==> config.mk <==
export PLATFORM = sky130hd
export DESIGN_NAME = depth_to_point_backprojection
export DESIGN_NICKNAME = d
export VERILOG_FILES = /design/src/sv/dtpb_pkg.sv /design/src/sv/dtpb_ctrl.sv /design/src/sv/dtpb_datapath.sv /design/src/sv/depth_to_point_backprojection.sv
export SDC_FILE = /design/constraint.sdc
export NUM_CORES = 2
export LEC_CHECK = 0
export ABC_CLOCK_PERIOD_IN_PS = 29000
export BUFFER_PORTS_ARGS = -buffer_cell sky130_fd_sc_hd__buf_2
export CAP_MARGIN = 15
export CORE_ASPECT_RATIO = 0.7
export CORE_MARGIN = 3
export CORE_UTILIZATION = 48
export CTS_CLUSTER_DIAMETER = 80
export DETAILED_ROUTE_END_ITERATION = 6
export PLACE_DENSITY = 0.6
export SETUP_SLACK_MARGIN = 0.1
export SLEW_MARGIN = 25
export SYNTH_ARGS = -nofsm -noshare
export SYNTH_HDL_FRONTEND = slang
export SYNTH_SLANG_ARGS = --single-unit
==> constraint.sdc <==
create_clock -name clk -period 29 [get_ports clk]
set_input_delay 5.8 -clock clk [delete_from_list [all_inputs] [get_ports clk]]
set_output_delay 5.8 -clock clk [all_outputs]
set_load 0.02 [all_outputs]
==> src/sv/dtpb_pkg.sv <==
// Shared package for the depth-to-point back-projection block.
// Holds register indexes, reset values, controller state and command types.
// No dependencies.
package dtpb_pkg;

    // Default image limits, handed to the top level as parameter defaults.
    localparam int DEF_MAX_WIDTH  = 4096;
    localparam int DEF_MAX_HEIGHT = 4096;

    // Fixed field widths.
    localparam int DEPTH_W = 16;
    localparam int COLOR_W = 8;
    localparam int COORD_W = 32;
    localparam int PIX_W   = 12;
    localparam int CFG_IDX_W  = 3;
    localparam int CFG_DATA_W = 32;
    localparam int CENTER_W   = 13;
    localparam int WIDTH_CFG_W = 13;
    localparam int INV_W      = 24;
    localparam int SCALE_W    = 32;
    localparam int MUL_W      = 32;

    // Configuration register indexes.
    localparam logic [CFG_IDX_W-1:0] REG_IMAGE_WIDTH   = 3'd0;
    localparam logic [CFG_IDX_W-1:0] REG_CENTER_X_HALF = 3'd1;
    localparam logic [CFG_IDX_W-1:0] REG_CENTER_Y_HALF = 3'd2;
    localparam logic [CFG_IDX_W-1:0] REG_INV_FOCAL_X   = 3'd3;
    localparam logic [CFG_IDX_W-1:0] REG_INV_FOCAL_Y   = 3'd4;
    localparam logic [CFG_IDX_W-1:0] REG_DEPTH_SCALE   = 3'd5;

    // Configuration reset values.
    localparam logic [WIDTH_CFG_W-1:0] RST_IMAGE_WIDTH   = 13'd640;
    localparam logic [CENTER_W-1:0]    RST_CENTER_X_HALF = 13'd651;
    localparam logic [CENTER_W-1:0]    RST_CENTER_Y_HALF = 13'd507;
    localparam logic [INV_W-1:0]       RST_INV_FOCAL_X   = 24'd32388;
    localparam logic [INV_W-1:0]       RST_INV_FOCAL_Y   = 24'd32326;
    localparam logic [SCALE_W-1:0]     RST_DEPTH_SCALE   = 32'd4294967;

    // Controller states, one-hot.
    typedef enum logic [7:0] {
        ST_IDLE = 8'b0000_0001,
        ST_Z    = 8'b0000_0010,
        ST_MX   = 8'b0000_0100,
        ST_MY   = 8'b0000_1000,
        ST_XL   = 8'b0001_0000,
        ST_XH   = 8'b0010_0000,
        ST_YL   = 8'b0100_0000,
        ST_YH   = 8'b1000_0000
    } ctrl_state_t;

    // Operation of the shared multiplier for one cycle.
    typedef enum logic [2:0] {
        OP_NONE = 3'd0,
        OP_Z    = 3'd1,
        OP_MX   = 3'd2,
        OP_MY   = 3'd3,
        OP_XL   = 3'd4,
        OP_XH   = 3'd5,
        OP_YL   = 3'd6,
        OP_YH   = 3'd7
    } mul_op_t;

    // Commands from the controller to the datapath.
    typedef struct packed {
        logic    load_in;   // Capture the accepted request and advance counters.
        mul_op_t op;        // Multiplier step to perform this cycle.
        logic    load_out;  // Move the finished point into the output register.
    } dtpb_cmd_t;

    // Status from the datapath to the controller.
    typedef struct packed {
        logic depth_nz;     // Depth of the offered request is nonzero.
        logic out_free;     // Output register can take a point this cycle.
    } dtpb_status_t;

endpackage

==> src/sv/dtpb_ctrl.sv <==
// Controller for the depth-to-point back-projection block.
// Sequences the shared multiplier through the steps of one point.
// Depends on dtpb_pkg.
module dtpb_ctrl (
    input  logic                  clk,
    input  logic                  rst_n,
    input  logic                  in_valid,
    output logic                  in_ready,
    input  dtpb_pkg::dtpb_status_t status,
    output dtpb_pkg::dtpb_cmd_t    cmd
);
    import dtpb_pkg::*;

    ctrl_state_t state_reg;
    ctrl_state_t state_next;
    logic        accept;

    assign in_ready = (state_reg == ST_IDLE);
    assign accept   = in_valid && in_ready;

    // Next state and command decode.
    always_comb
    begin
        state_next   = state_reg;
        cmd.load_in  = 1'b0;
        cmd.op       = OP_NONE;
        cmd.load_out = 1'b0;
        case (state_reg)
            ST_IDLE:
            begin
                cmd.load_in = accept;
                if (accept && status.depth_nz)
                begin
                    state_next = ST_Z;
                end
            end
            ST_Z:
            begin
                cmd.op     = OP_Z;
                state_next = ST_MX;
            end
            ST_MX:
            begin
                cmd.op     = OP_MX;
                state_next = ST_MY;
            end
            ST_MY:
            begin
                cmd.op     = OP_MY;
                state_next = ST_XL;
            end
            ST_XL:
            begin
                cmd.op     = OP_XL;
                state_next = ST_XH;
            end
            ST_XH:
            begin
                cmd.op     = OP_XH;
                state_next = ST_YL;
            end
            ST_YL:
            begin
                cmd.op     = OP_YL;
                state_next = ST_YH;
            end
            ST_YH:
            begin
                // The last step waits until the output register is free.
                if (status.out_free)
                begin
                    cmd.op       = OP_YH;
                    cmd.load_out = 1'b1;
                    state_next   = ST_IDLE;
                end
            end
            default:
            begin
                state_next = ST_IDLE;
            end
        endcase
    end

    // State register.
    always_ff @(posedge clk or negedge rst_n)
    begin
        if (!rst_n)
        begin
            state_reg <= ST_IDLE;
        end
        else
        begin
            state_reg <= state_next;
        end
    end

endmodule

==> src/sv/dtpb_datapath.sv <==
// Datapath for the depth-to-point back-projection block.
// Holds configuration, pixel counters, one shared 32x32 multiplier and the
// output register. Depends on dtpb_pkg.
module dtpb_datapath #(
    parameter int MAX_WIDTH  = dtpb_pkg::DEF_MAX_WIDTH,
    parameter int MAX_HEIGHT = dtpb_pkg::DEF_MAX_HEIGHT
) (
    input  logic                                 clk,
    input  logic                                 rst_n,
    // Configuration writes
    input  logic                                 cfg_we,
    input  logic [dtpb_pkg::CFG_IDX_W-1:0]       cfg_index,
    input  logic [dtpb_pkg::CFG_DATA_W-1:0]      cfg_data,
    // Input request
    input  logic                                 start_frame,
    input  logic [dtpb_pkg::DEPTH_W-1:0]         in_depth,
    input  logic [dtpb_pkg::COLOR_W-1:0]         in_blue,
    input  logic [dtpb_pkg::COLOR_W-1:0]         in_green,
    input  logic [dtpb_pkg::COLOR_W-1:0]         in_red,
    // Control
    input  dtpb_pkg::dtpb_cmd_t                  cmd,
    output dtpb_pkg::dtpb_status_t               status,
    // Output request
    output logic                                 out_valid,
    input  logic                                 out_ready,
    output logic signed [dtpb_pkg::COORD_W-1:0]  point_x,
    output logic signed [dtpb_pkg::COORD_W-1:0]  point_y,
    output logic [dtpb_pkg::COORD_W-1:0]         point_z,
    output logic [dtpb_pkg::COLOR_W-1:0]         point_red,
    output logic [dtpb_pkg::COLOR_W-1:0]         point_green,
    output logic [dtpb_pkg::COLOR_W-1:0]         point_blue,
    output logic [dtpb_pkg::PIX_W-1:0]           pixel_col,
    output logic [dtpb_pkg::PIX_W-1:0]           pixel_row
);
    import dtpb_pkg::*;

    // Counter widths and the width of the offset magnitude from the center.
    localparam int CW  = $clog2(MAX_WIDTH);
    localparam int RW  = $clog2(MAX_HEIGHT);
    localparam int PW0 = (CW > RW) ? CW + 1 : RW + 1;
    localparam int DW  = (PW0 > CENTER_W) ? PW0 : CENTER_W;
    // Width used to compare the column against the effective image width.
    localparam int EW  = ((CW > WIDTH_CFG_W) ? CW : WIDTH_CFG_W) + 1;
    // Offset times z, and that times the focal reciprocal.
    localparam int MW  = DW + COORD_W;
    localparam int PW  = MW + INV_W;

    // Configuration registers.
    logic [WIDTH_CFG_W-1:0] image_width_reg;
    logic [CENTER_W-1:0]    center_x_half_reg;
    logic [CENTER_W-1:0]    center_y_half_reg;
    logic [INV_W-1:0]       inv_focal_x_reg;
    logic [INV_W-1:0]       inv_focal_y_reg;
    logic [SCALE_W-1:0]     depth_scale_reg;

    // Pixel position counters.
    logic [CW-1:0] col_count_reg;
    logic [CW-1:0] col_count_next;
    logic [RW-1:0] row_count_reg;
    logic [RW-1:0] row_count_next;
    logic [CW-1:0] col_cur;
    logic [RW-1:0] row_cur;
    logic [EW-1:0] width_eff;
    logic [EW-1:0] col_inc;
    logic [RW:0]   row_inc;

    // Signed offsets from the principal point.
    logic [DW:0]   dx;
    logic [DW:0]   dy;

    // Item registers.
    logic [DEPTH_W-1:0] depth_reg;
    logic [COLOR_W-1:0] red_reg;
    logic [COLOR_W-1:0] green_reg;
    logic [COLOR_W-1:0] blue_reg;
    logic [CW-1:0]      col_reg;
    logic [RW-1:0]      row_reg;
    logic [DW-1:0]      mag_dx_reg;
    logic [DW-1:0]      mag_dy_reg;
    logic               neg_x_reg;
    logic               neg_y_reg;
    logic [COORD_W-1:0] z_reg;
    logic [MW-1:0]      mx_reg;
    logic [MW-1:0]      my_reg;
    logic [PW-1:0]      acc_reg;
    logic [COORD_W-1:0] x_res_reg;

    // Shared multiplier.
    logic [MUL_W-1:0]   mul_a;
    logic [MUL_W-1:0]   mul_b;
    logic [2*MUL_W-1:0] prod;
    logic [PW-1:0]      sum;
    logic [COORD_W-1:0] y_res;

    // Output register.
    logic               out_valid_reg;
    logic [COORD_W-1:0] point_x_reg;
    logic [COORD_W-1:0] point_y_reg;
    logic [COORD_W-1:0] point_z_reg;
    logic [COLOR_W-1:0] point_red_reg;
    logic [COLOR_W-1:0] point_green_reg;
    logic [COLOR_W-1:0] point_blue_reg;
    logic [PIX_W-1:0]   pixel_col_reg;
    logic [PIX_W-1:0]   pixel_row_reg;

    // Drops 25 fraction bits of the magnitude, applies the sign and saturates.
    function automatic logic [COORD_W-1:0] sat_coord(input logic [PW-1:0] full,
                                                     input logic neg);
        logic [PW-26:0]     mag;
        logic               over;
        logic [COORD_W-1:0] res;
        mag  = full[PW-1:25];
        over = |mag[PW-26:COORD_W-1];
        if (neg)
        begin
            res = over ? {1'b1, {(COORD_W-1){1'b0}}} : (~mag[COORD_W-1:0] + 1'b1);
        end
        else
        begin
            res = over ? {1'b0, {(COORD_W-1){1'b1}}} : mag[COORD_W-1:0];
        end
        return res;
    endfunction

    // Configuration write decode.
    always_ff @(posedge clk or negedge rst_n)
    begin
        if (!rst_n)
        begin
            image_width_reg   <= RST_IMAGE_WIDTH;
            center_x_half_reg <= RST_CENTER_X_HALF;
            center_y_half_reg <= RST_CENTER_Y_HALF;
            inv_focal_x_reg   <= RST_INV_FOCAL_X;
            inv_focal_y_reg   <= RST_INV_FOCAL_Y;
            depth_scale_reg   <= RST_DEPTH_SCALE;
        end
        else if (cfg_we)
        begin
            case (cfg_index)
                REG_IMAGE_WIDTH:   image_width_reg   <= cfg_data[WIDTH_CFG_W-1:0];
                REG_CENTER_X_HALF: center_x_half_reg <= cfg_data[CENTER_W-1:0];
                REG_CENTER_Y_HALF: center_y_half_reg <= cfg_data[CENTER_W-1:0];
                REG_INV_FOCAL_X:   inv_focal_x_reg   <= cfg_data[INV_W-1:0];
                REG_INV_FOCAL_Y:   inv_focal_y_reg   <= cfg_data[INV_W-1:0];
                REG_DEPTH_SCALE:   depth_scale_reg   <= cfg_data[SCALE_W-1:0];
                default:           ;
            endcase
        end
    end

    // Position of the offered pixel and the counter advance.
    always_comb
    begin
        col_cur = start_frame ? '0 : col_count_reg;
        row_cur = start_frame ? '0 : row_count_reg;

        width_eff = EW'(image_width_reg);
        if (width_eff == '0)
        begin
            width_eff = EW'(1);
        end
        if (width_eff > EW'(MAX_WIDTH))
        begin
            width_eff = EW'(MAX_WIDTH);
        end

        col_inc = EW'(col_cur) + EW'(1);
        row_inc = (RW+1)'(row_cur) + (RW+1)'(1);
        if (col_inc >= width_eff)
        begin
            col_count_next = '0;
            row_count_next = (row_inc >= (RW+1)'(MAX_HEIGHT)) ? '0 : row_inc[RW-1:0];
        end
        else
        begin
            col_count_next = col_inc[CW-1:0];
            row_count_next = row_cur;
        end

        dx = (DW+1)'({col_cur, 1'b0}) - (DW+1)'(center_x_half_reg);
        dy = (DW+1)'({row_cur, 1'b0}) - (DW+1)'(center_y_half_reg);
    end

    // Counter registers.
    always_ff @(posedge clk or negedge rst_n)
    begin
        if (!rst_n)
        begin
            col_count_reg <= '0;
            row_count_reg <= '0;
        end
        else if (cmd.load_in)
        begin
            col_count_reg <= col_count_next;
            row_count_reg <= row_count_next;
        end
    end

    // Multiplier operand selection.
    always_comb
    begin
        mul_a = '0;
        mul_b = '0;
        case (cmd.op)
            OP_Z:
            begin
                mul_a = MUL_W'(depth_reg);
                mul_b = MUL_W'(depth_scale_reg);
            end
            OP_MX:
            begin
                mul_a = MUL_W'(mag_dx_reg);
                mul_b = z_reg;
            end
            OP_MY:
            begin
                mul_a = MUL_W'(mag_dy_reg);
                mul_b = z_reg;
            end
            OP_XL:
            begin
                mul_a = mx_reg[MUL_W-1:0];
                mul_b = MUL_W'(inv_focal_x_reg);
            end
            OP_XH:
            begin
                mul_a = MUL_W'(mx_reg[MW-1:MUL_W]);
                mul_b = MUL_W'(inv_focal_x_reg);
            end
            OP_YL:
            begin
                mul_a = my_reg[MUL_W-1:0];
                mul_b = MUL_W'(inv_focal_y_reg);
            end
            OP_YH:
            begin
                mul_a = MUL_W'(my_reg[MW-1:MUL_W]);
                mul_b = MUL_W'(inv_focal_y_reg);
            end
            default:
            begin
                mul_a = '0;
                mul_b = '0;
            end
        endcase
    end

    assign prod  = mul_a * mul_b;
    // The upper partial product lands 32 bits above the lower one.
    assign sum   = acc_reg + {prod[PW-MUL_W-1:0], {MUL_W{1'b0}}};
    assign y_res = sat_coord(sum, neg_y_reg);

    // Item capture and multiplier result registers.
    always_ff @(posedge clk)
    begin
        if (cmd.load_in)
        begin
            depth_reg  <= in_depth;
            red_reg    <= in_red;
            green_reg  <= in_green;
            blue_reg   <= in_blue;
            col_reg    <= col_cur;
            row_reg    <= row_cur;
            neg_x_reg  <= dx[DW];
            neg_y_reg  <= dy[DW];
            mag_dx_reg <= dx[DW] ? (~dx[DW-1:0] + 1'b1) : dx[DW-1:0];
            mag_dy_reg <= dy[DW] ? (~dy[DW-1:0] + 1'b1) : dy[DW-1:0];
        end
        case (cmd.op)
            OP_Z:    z_reg     <= prod[DEPTH_W+COORD_W-1:DEPTH_W];
            OP_MX:   mx_reg    <= prod[MW-1:0];
            OP_MY:   my_reg    <= prod[MW-1:0];
            OP_XL:   acc_reg   <= PW'(prod);
            OP_XH:   x_res_reg <= sat_coord(sum, neg_x_reg);
            OP_YL:   acc_reg   <= PW'(prod);
            default: ;
        endcase
    end

    // Output valid flag.
    always_ff @(posedge clk or negedge rst_n)
    begin
        if (!rst_n)
        begin
            out_valid_reg <= 1'b0;
        end
        else if (cmd.load_out)
        begin
            out_valid_reg <= 1'b1;
        end
        else if (out_ready)
        begin
            out_valid_reg <= 1'b0;
        end
    end

    // Output payload.
    always_ff @(posedge clk)
    begin
        if (cmd.load_out)
        begin
            point_x_reg     <= x_res_reg;
            point_y_reg     <= y_res;
            point_z_reg     <= z_reg;
            point_red_reg   <= red_reg;
            point_green_reg <= green_reg;
            point_blue_reg  <= blue_reg;
            pixel_col_reg   <= PIX_W'(col_reg);
            pixel_row_reg   <= PIX_W'(row_reg);
        end
    end

    assign status.depth_nz = (in_depth != '0);
    assign status.out_free = !out_valid_reg || out_ready;

    assign out_valid   = out_valid_reg;
    assign point_x     = point_x_reg;
    assign point_y     = point_y_reg;
    assign point_z     = point_z_reg;
    assign point_red   = point_red_reg;
    assign point_green = point_green_reg;
    assign point_blue  = point_blue_reg;
    assign pixel_col   = pixel_col_reg;
    assign pixel_row   = pixel_row_reg;

endmodule

==> src/sv/depth_to_point_backprojection.sv <==
// A pixel with nonzero depth is run through the single shared 32x32 multiplier
// (z, two offset products, two partial products per coordinate); a new pixel is
// accepted only once the last one has finished its steps, and a zero-depth pixel
// leaves the controller idle. A waiting point stalls only the next pixel's last step.
// Reset (rst_n, asynchronous, active low) clears the counters and the controller
// and loads the default configuration.
module depth_to_point_backprojection #(
    parameter int MAX_WIDTH  = dtpb_pkg::DEF_MAX_WIDTH,
    parameter int MAX_HEIGHT = dtpb_pkg::DEF_MAX_HEIGHT
) (
    input  logic                                 clk,
    input  logic                                 rst_n,
    // Configuration write channel
    input  logic                                 cfg_valid,
    output logic                                 cfg_ready,
    input  logic [dtpb_pkg::CFG_IDX_W-1:0]       cfg_index,
    input  logic [dtpb_pkg::CFG_DATA_W-1:0]      cfg_data,
    // Pixel input channel
    input  logic                                 in_valid,
    output logic                                 in_ready,
    input  logic                                 start_frame,
    input  logic [dtpb_pkg::DEPTH_W-1:0]         in_depth,
    input  logic [dtpb_pkg::COLOR_W-1:0]         in_blue,
    input  logic [dtpb_pkg::COLOR_W-1:0]         in_green,
    input  logic [dtpb_pkg::COLOR_W-1:0]         in_red,
    // Point output channel
    output logic                                 out_valid,
    input  logic                                 out_ready,
    output logic signed [dtpb_pkg::COORD_W-1:0]  point_x,
    output logic signed [dtpb_pkg::COORD_W-1:0]  point_y,
    output logic [dtpb_pkg::COORD_W-1:0]         point_z,
    output logic [dtpb_pkg::COLOR_W-1:0]         point_red,
    output logic [dtpb_pkg::COLOR_W-1:0]         point_green,
    output logic [dtpb_pkg::COLOR_W-1:0]         point_blue,
    output logic [dtpb_pkg::PIX_W-1:0]           pixel_col,
    output logic [dtpb_pkg::PIX_W-1:0]           pixel_row
);
    import dtpb_pkg::*;

    dtpb_cmd_t    cmd;
    dtpb_status_t status;

    // Configuration writes are always taken.
    assign cfg_ready = 1'b1;

    dtpb_ctrl u_ctrl (
        .clk      (clk),
        .rst_n    (rst_n),
        .in_valid (in_valid),
        .in_ready (in_ready),
        .status   (status),
        .cmd      (cmd)
    );

    dtpb_datapath #(
        .MAX_WIDTH  (MAX_WIDTH),
        .MAX_HEIGHT (MAX_HEIGHT)
    ) u_datapath (
        .clk         (clk),
        .rst_n       (rst_n),
        .cfg_we      (cfg_valid),
        .cfg_index   (cfg_index),
        .cfg_data    (cfg_data),
        .start_frame (start_frame),
        .in_depth    (in_depth),
        .in_blue     (in_blue),
        .in_green    (in_green),
        .in_red      (in_red),
        .cmd         (cmd),
        .status      (status),
        .out_valid   (out_valid),
        .out_ready   (out_ready),
        .point_x     (point_x),
        .point_y     (point_y),
        .point_z     (point_z),
        .point_red   (point_red),
        .point_green (point_green),
        .point_blue  (point_blue),
        .pixel_col   (pixel_col),
        .pixel_row   (pixel_row)
    );

endmodule

; ---- Word level (Yosys, flattened, before mapping)
; Index checks and enable logic that the tools add are counted.
[totals]
word_cells = 114
regBits = 606
out_inout_bits = 147
inputBits = 81
[op_classes]
reduce_logical = 20
add_sub_neg = 8
n_eq_ne = 22
n_bitwise = 3
n_mul = 1
n_lt_le_gt_ge = 3
muxes = 24
[op_table]
columns = operator, n
row1 = case mux 32 bit (7 select lines), 1
row2 = 2-to-1 mux 32 bit, 4
row3 = case mux 32 bit (4 select lines), 1
row4 = adder 64 x 69 -> 69 bit, 1
row5 = multiplier 32 x 32 -> 64 bit, 1
row6 = case mux 8 bit (8 select lines), 1
row7 = 2-to-1 mux 12 bit, 5
row8 = 2-to-1 mux 13 bit, 4
row9 = adder 32 x 1 -> 32 bit (second input constant), 1
row10 = inverter 32 bit, 1
row11 = subtractor 13 x 13 -> 14 bit, 2
row12 = adder 12 x 1 -> 13 bit (second input constant), 2
row13 = adder 13 x 1 -> 13 bit (second input constant), 2
row14 = inverter 13 bit, 2
row15 = case mux 3 bit (7 select lines), 1
row16 = == test 3 bit (second input constant), 6
row17 = 2-to-1 mux 8 bit, 2
row18 = nonzero test 16 bit, 1
row19 = greater-or-equal comparator 14 x 13 -> 1 bit, 1
row20 = AND reduction 2 bit, 7
row21 = greater-or-equal comparator 13 bit (second input constant), 1
row22 = greater-than comparator 13 bit (second input constant), 1
row23 = logical NOT 13 bit, 1
row24 = OR reduction 13 bit, 1
row25 = 19 further kinds, 31

; ---- Logic depth before layout (Yosys ltp)
[depth]
ltp_word = 13
mapped_depth = 51
mapped_depth_nobuf = 45

; ---- By module
; From an unflattened synthesis, not the netlist that was laid out.
[unflattened]
cells_unflattened = 5721
area_unflattened_um2 = 58456.1
[by_module_without_submodules]
columns = module, instances, cells_per_inst, area_per_inst_um2
row1 = dtpb_datapath, 1, 5665, 57971.8
row2 = dtpb_ctrl, 1, 54, 473.0
row3 = depth_to_point_backprojection, 1, 2, 11.3

; ---- Worst setup path before layout
; No wires, ideal clock.
[synth_path]
path_type = input to register
from = input out_ready
to = register u_datapath.x_res_reg[31] (data pin)
stages = 45
arrival_ns = 20.255
path_slack_ns = 8.491
t_required_ns = 28.746
cell_sequence = nand2b_1 nor2b_1 clkbuf_1 a222oi_1 and3_1 clkbuf_1 clkbuf_1 nor2_1 fa_1 fa_1 fa_1 inv_1 fa_1 inv_1 fa_1 inv_1 fa_1 inv_1 [... 9 more ...] o21bai_1 a21oi_1 xnor2_1 ha_1 clkbuf_1 a21o_1 a41oi_1 a21oi_1 a211oi_1 mux2i_1 o2111ai_1 nor3_1 nand4_1 or4_1 clkbuf_1 clkbuf_1 buf_1 o21a_1
[synth_between]
elab_chain_cells = 12
[synth_lines]
columns = element, line_no
row1 = "start, declared", depth_to_point_backprojection.sv:28  ; input logic out_ready,
row2 = logical OR 1 bit (*), dtpb_datapath.sv:314  ; assign status.out_free = !out_valid_reg || out_ready;
row3 = 2-to-1 mux 4 bit (*), dtpb_ctrl.sv:70  ; if (status.out_free)
row4 = case mux 3 bit (7 select lines) (*), dtpb_ctrl.sv:28  ; case (state_reg)
row5 = == test 3 bit or == test 3 x 2 -> 1 bit (tied branches), dtpb_datapath.sv:204  ; case (cmd.op)
row6 = OR reduction 2 bit (no line), -
row7 = case mux 32 bit (4 select lines), dtpb_datapath.sv:204
row8 = multiplier 32 x 32 -> 64 bit (*), dtpb_datapath.sv:248  ; assign prod = mul_a * mul_b;
row9 = net u_datapath.prod[21], dtpb_datapath.sv:91  ; logic [2*MUL_W-1:0] prod;
row10 = adder 64 x 69 -> 69 bit (*), dtpb_datapath.sv:250  ; assign sum = acc_reg + {prod[PW-MUL_W-1:0], {MUL_W{1'b0}}};
row11 = inverter 32 bit, dtpb_datapath.sv:116  ; res = over ? {1'b1, {(COORD_W-1){1'b0}}} : (~mag[COORD_W-1:0] + 1'b1);
row12 = adder 32 x 1 -> 32 bit, dtpb_datapath.sv:116
row13 = 2-to-1 mux 32 bit, dtpb_datapath.sv:116
row14 = 2-to-1 mux 32 bit (*), dtpb_datapath.sv:114  ; if (neg)
row15 = "end signal, assigned", dtpb_datapath.sv:274  ; OP_XH: x_res_reg <= sat_coord(sum, neg_x_reg);
row16 = "end, declared", dtpb_datapath.sv:86  ; logic [COORD_W-1:0] x_res_reg;
; The timed path passes the listed nets; every way through them passes the cells marked *.
; A chain may end at the register's enable or synchronous reset.

; ---- Worst setup path in the final report
[layout_path]
from = input out_ready
to = register u_datapath.point_y_reg[4] (netlist: u_datapath.point_y[4]) (data pin)
[layout_between]
elab_chain_cells = 11
[layout_lines]
columns = element, line_no
row1 = logical OR 1 bit (*), dtpb_datapath.sv:314
row2 = 2-to-1 mux 4 bit (*), dtpb_ctrl.sv:70
row3 = case mux 3 bit (7 select lines) (*), dtpb_ctrl.sv:28
row4 = == test 3 bit or == test 3 x 2 -> 1 bit (tied branches), dtpb_datapath.sv:204
row5 = OR reduction 2 bit (no line), -
row6 = case mux 32 bit (4 select lines), dtpb_datapath.sv:204
row7 = multiplier 32 x 32 -> 64 bit (*), dtpb_datapath.sv:248
row8 = net u_datapath.prod[22], dtpb_datapath.sv:91
row9 = adder 64 x 69 -> 69 bit (*), dtpb_datapath.sv:250
row10 = OR reduction 13 bit (*), dtpb_datapath.sv:113  ; over = |mag[PW-26:COORD_W-1];
row11 = 2-to-1 mux 32 bit (on tied branches), "dtpb_datapath.sv:120, dtpb_datapath.sv:116"
row12 = 2-to-1 mux 32 bit (*), dtpb_datapath.sv:114
row13 = net u_datapath.y_res[4], dtpb_datapath.sv:93  ; logic [COORD_W-1:0] y_res;
row14 = "end signal, assigned", dtpb_datapath.sv:303  ; point_y_reg <= y_res;
row15 = "end, declared", dtpb_datapath.sv:98  ; logic [COORD_W-1:0] point_y_reg;
; Marks and branches as above.

==> impl_metrics.yaml <==
route:
  drtPass1Iterations: 7
  detail_route.drc_violations: 2
  initialDrtViolationCount: 4284
  route.vias.total: 41700
  post_drt_wl_per_cell_um: 24.2
  avgViaCountPerCell: 5.61
  finalWirelength_um: 180000
  postRouteAntennaNets: 0
layout:
  layout.core_utilization: 0.536
  drive_above_1_share: 0.112
  layout.cells.non_filler: 7439
  layout-area-overhead-vs-synth_pct: 9.99
  finalNetCount: 7152
grt:
  gr-usage-all-layers: 0.297
  global_route_wire_length_before_repair_um: 273000
  grt_pass1_vias: 41800
  antenna_found_initial: 16
  grt_max_degree: 98
  globalRouteOverflowTotal: 0
logic_synthesis:
  synth_seq_area_share: 0.291
  synth_enable_flop_cells: 429
  total_number_of_yosys_warnings: 0
  synth.top_cells.by_area: "sky130_fd_sc_hd__fa_1 31%, sky130_fd_sc_hd__edfxtp_1 22%, sky130_fd_sc_hd__ha_1 7.3%"
  netlist_instances: 5536
  post-synth-top-count-cell: "sky130_fd_sc_hd__inv_1"
  synth.lib_cells_used.distinct: 92
  ys_top_cells_by_count: "961 x sky130_fd_sc_hd__inv_1, 899 x sky130_fd_sc_hd__fa_1, 710 x sky130_fd_sc_hd__nand2_1"
  synth_seq_cells: 581
  synth_top_cell_by_area: "sky130_fd_sc_hd__fa_1"
  postSynth.topFlopCell: "sky130_fd_sc_hd__edfxtp_1"
  async_flop_share: 0.262
  yosysTopAreaCellShare: 0.313
  post_synthesis_cell_area_mm2: 0.0575
  synthesis.area_per_instance_um2: 10.4
power_and_ir_drop:
  leakagePower_nw: 27.7
  p_per_area_mw_per_mm2: 56.1
  ir_drop_uv: 75.7
sta:
  fin_worst_skew_ns: 0.114
  finalMaxSlewViolations: 0
  achievable-frequency_ghz: 0.0562
  worstMarginPinSlew_ns: 1.12
  hold_ws_ns: 0.360
  grt_setup_unrepaired: "no"
  tns_ns: 0
  layout_min_cycle_time_ns: 17.79
  report.final.setup_viol: 0
  timing_hold_violations_final: 0
  timing.final.crit_share: 0.614
  relSlewSlack: 0.246
cts:
  tritoncts: "built"
  post_cts.resized_instances: 0
  cts_buffers: 57
  clkTransAtPathRegs_ns: 0.06
  worst_skew_pair.late_latency_ns: 0.69
  cts_setup_buffers: 0
  clock_h_tree_levels: 2
  clockBufferDepth: 3
  hold_buffers: 0
  tritoncts_num_sinks: 581
  clockRootBuffer: "sky130_fd_sc_hd__clkbuf_16"
floorplanning:
  num_rows: 105
  chip_height_um: 296
  num_io_pins: 228
  core_mm2: 0.118
  die_area_mm2: 0.124
  die_x_um: 420
  initial_utilization: 0.487
setup_path:
  timing.setup.critical_path_class: "primary input to flip-flop"
  worstPathRequired_ns: 29.47
  crit_path_max_fanout: 74
  worst_path_max_delay_cell: "sky130_fd_sc_hd__or4_4"
  max_stage_delay_ns: 0.72
  r2r_depth: 44
  start_kind: "primary input"
  cp.arrival_ns: 18.26
  worstSetupEndpointType: "flip-flop"
hold_path:
  timing.hold.worst.class: "flip-flop to flip-flop"
  min_delay_path_depth: 0
place:
  dpl.hpwl_um: 144000
  io_buffer_count: 226
  dpl.cell_count: 7326
  gp_congestion: 0.966
run_status:
  failed_checks: "DRC"
  run_status: "complete, but fails checks"
run:
  max_cap_viol_count: 0
-- worst paths after layout --
| check | slack (ns) | start | end |
|---|---|---|---|
| min in group asynchronous | 5.23 | rst_n | u_datapath.col_count_reg[5]$_DFFE_PN0P_ |
| min reg2reg | 0.36 | u_datapath.red_reg[4]$_DFFE_PP_ | u_datapath.point_red[4]$_DFFE_PP_ |
| max in group asynchronous | 22.21 | rst_n | u_datapath.depth_scale_reg[14]$_DFFE_PN0P_ |
| max | 11.21 | out_ready | u_datapath.point_y[4]$_DFFE_PP_ |
| min | 0.36 | u_datapath.red_reg[4]$_DFFE_PP_ | u_datapath.point_red[4]$_DFFE_PP_ |
| max reg2reg | 14.79 | u_ctrl.state_reg[1]$_DFFE_PN0P_ | u_datapath.point_y[4]$_DFFE_PP_ |
-- cell families after synthesis --
kind of cell,synth area share
fa+ha+maj,0.386
flops,0.291
mux,0.0199
other cells,0.000131
buf+inv,0.0793
compound gates,0.0818
simple gates,0.119
xor+xnor,0.0228
-- final cells by class --
cell class / instances / area, um^2
Antenna cell: 8 / 20.0
Clock buffer: 68 / 1480
Clock inverter: 36 / 393
Fill cell: 10600 / 54800
Inverter: 963 / 3620
Multi-Input combinational cell: 3872 / 36900
Sequential cell: 581 / 16700
Tap cell: 1551 / 1940
Timing Repair Buffer: 360 / 2170
-- worst max-delay path, delay by kind of cell --
kind | cells | cell delay [ns]
AO/OA/AOI/OAI | 11 | 3.01
AND/OR/NAND/NOR | 13 | 2.71
buffers and inverters | 10 | 1.34
adder cells (fa/ha/maj) | 10 | 4.44
XOR/XNOR | 1 | 0.65
multiplexers | 1 | 0.18
-- per-layer routing --
metal	wire length, um	track usage
met1	81800	0.462
met2	75000	0.424
met3	18900	0.0714
met4	4040	0.0609
met5	50	0
-- power by group --
group / total [mW] / internal [mW] / switching, mW
clock: 0.751 / 0.412 / 0.340
sequential: 1.13 / 1.06 / 0.0632
combinational: 1.67 / 0.598 / 1.07
-- cell usage in the layout, fill, tap and decap left out, drive strengths merged, types with 15 or more instances in the layout --
cell type,instances
and3,32
a22oi,49
a21o,58
o31ai,18
a22o,57
a221o,25
ha,337
fa,899
o21a,19
nand2b,32
nor2b,45
a211oi,27
nor3,69
mux2,97
xor2,42
a31oi,20
a221oi,22
xnor2,105
clkbuf,68
dfrtp,109
a21oi,139
nor2,484
buf,360
and2,31
nor3b,19
o22ai,43
or3,23
dfstp,43
inv,962
o21ai,110
nand2,710
clkinv,27
edfxtp,429
conb,129
nand4,15
o21bai,18
nor4,20
nand3,51
-- metrics by stage --
| step | cell area (um^2) | worst slack [ns] | power (mW) |
|---|---|---|---|
| after floorplan | 58000 | 8.49 | 2.20 |
| after global placement | 61300 | 10.70 | 2.72 |
| after detailed placement | 61400 | 10.76 | 2.73 |
| after CTS | 63200 | 11.39 | 3.49 |
| after global routing | 63300 | 10.74 | 3.78 |
| final | 63300 | 11.21 | 3.55 |
Note: power is estimated with default switching activity, not from simulation.
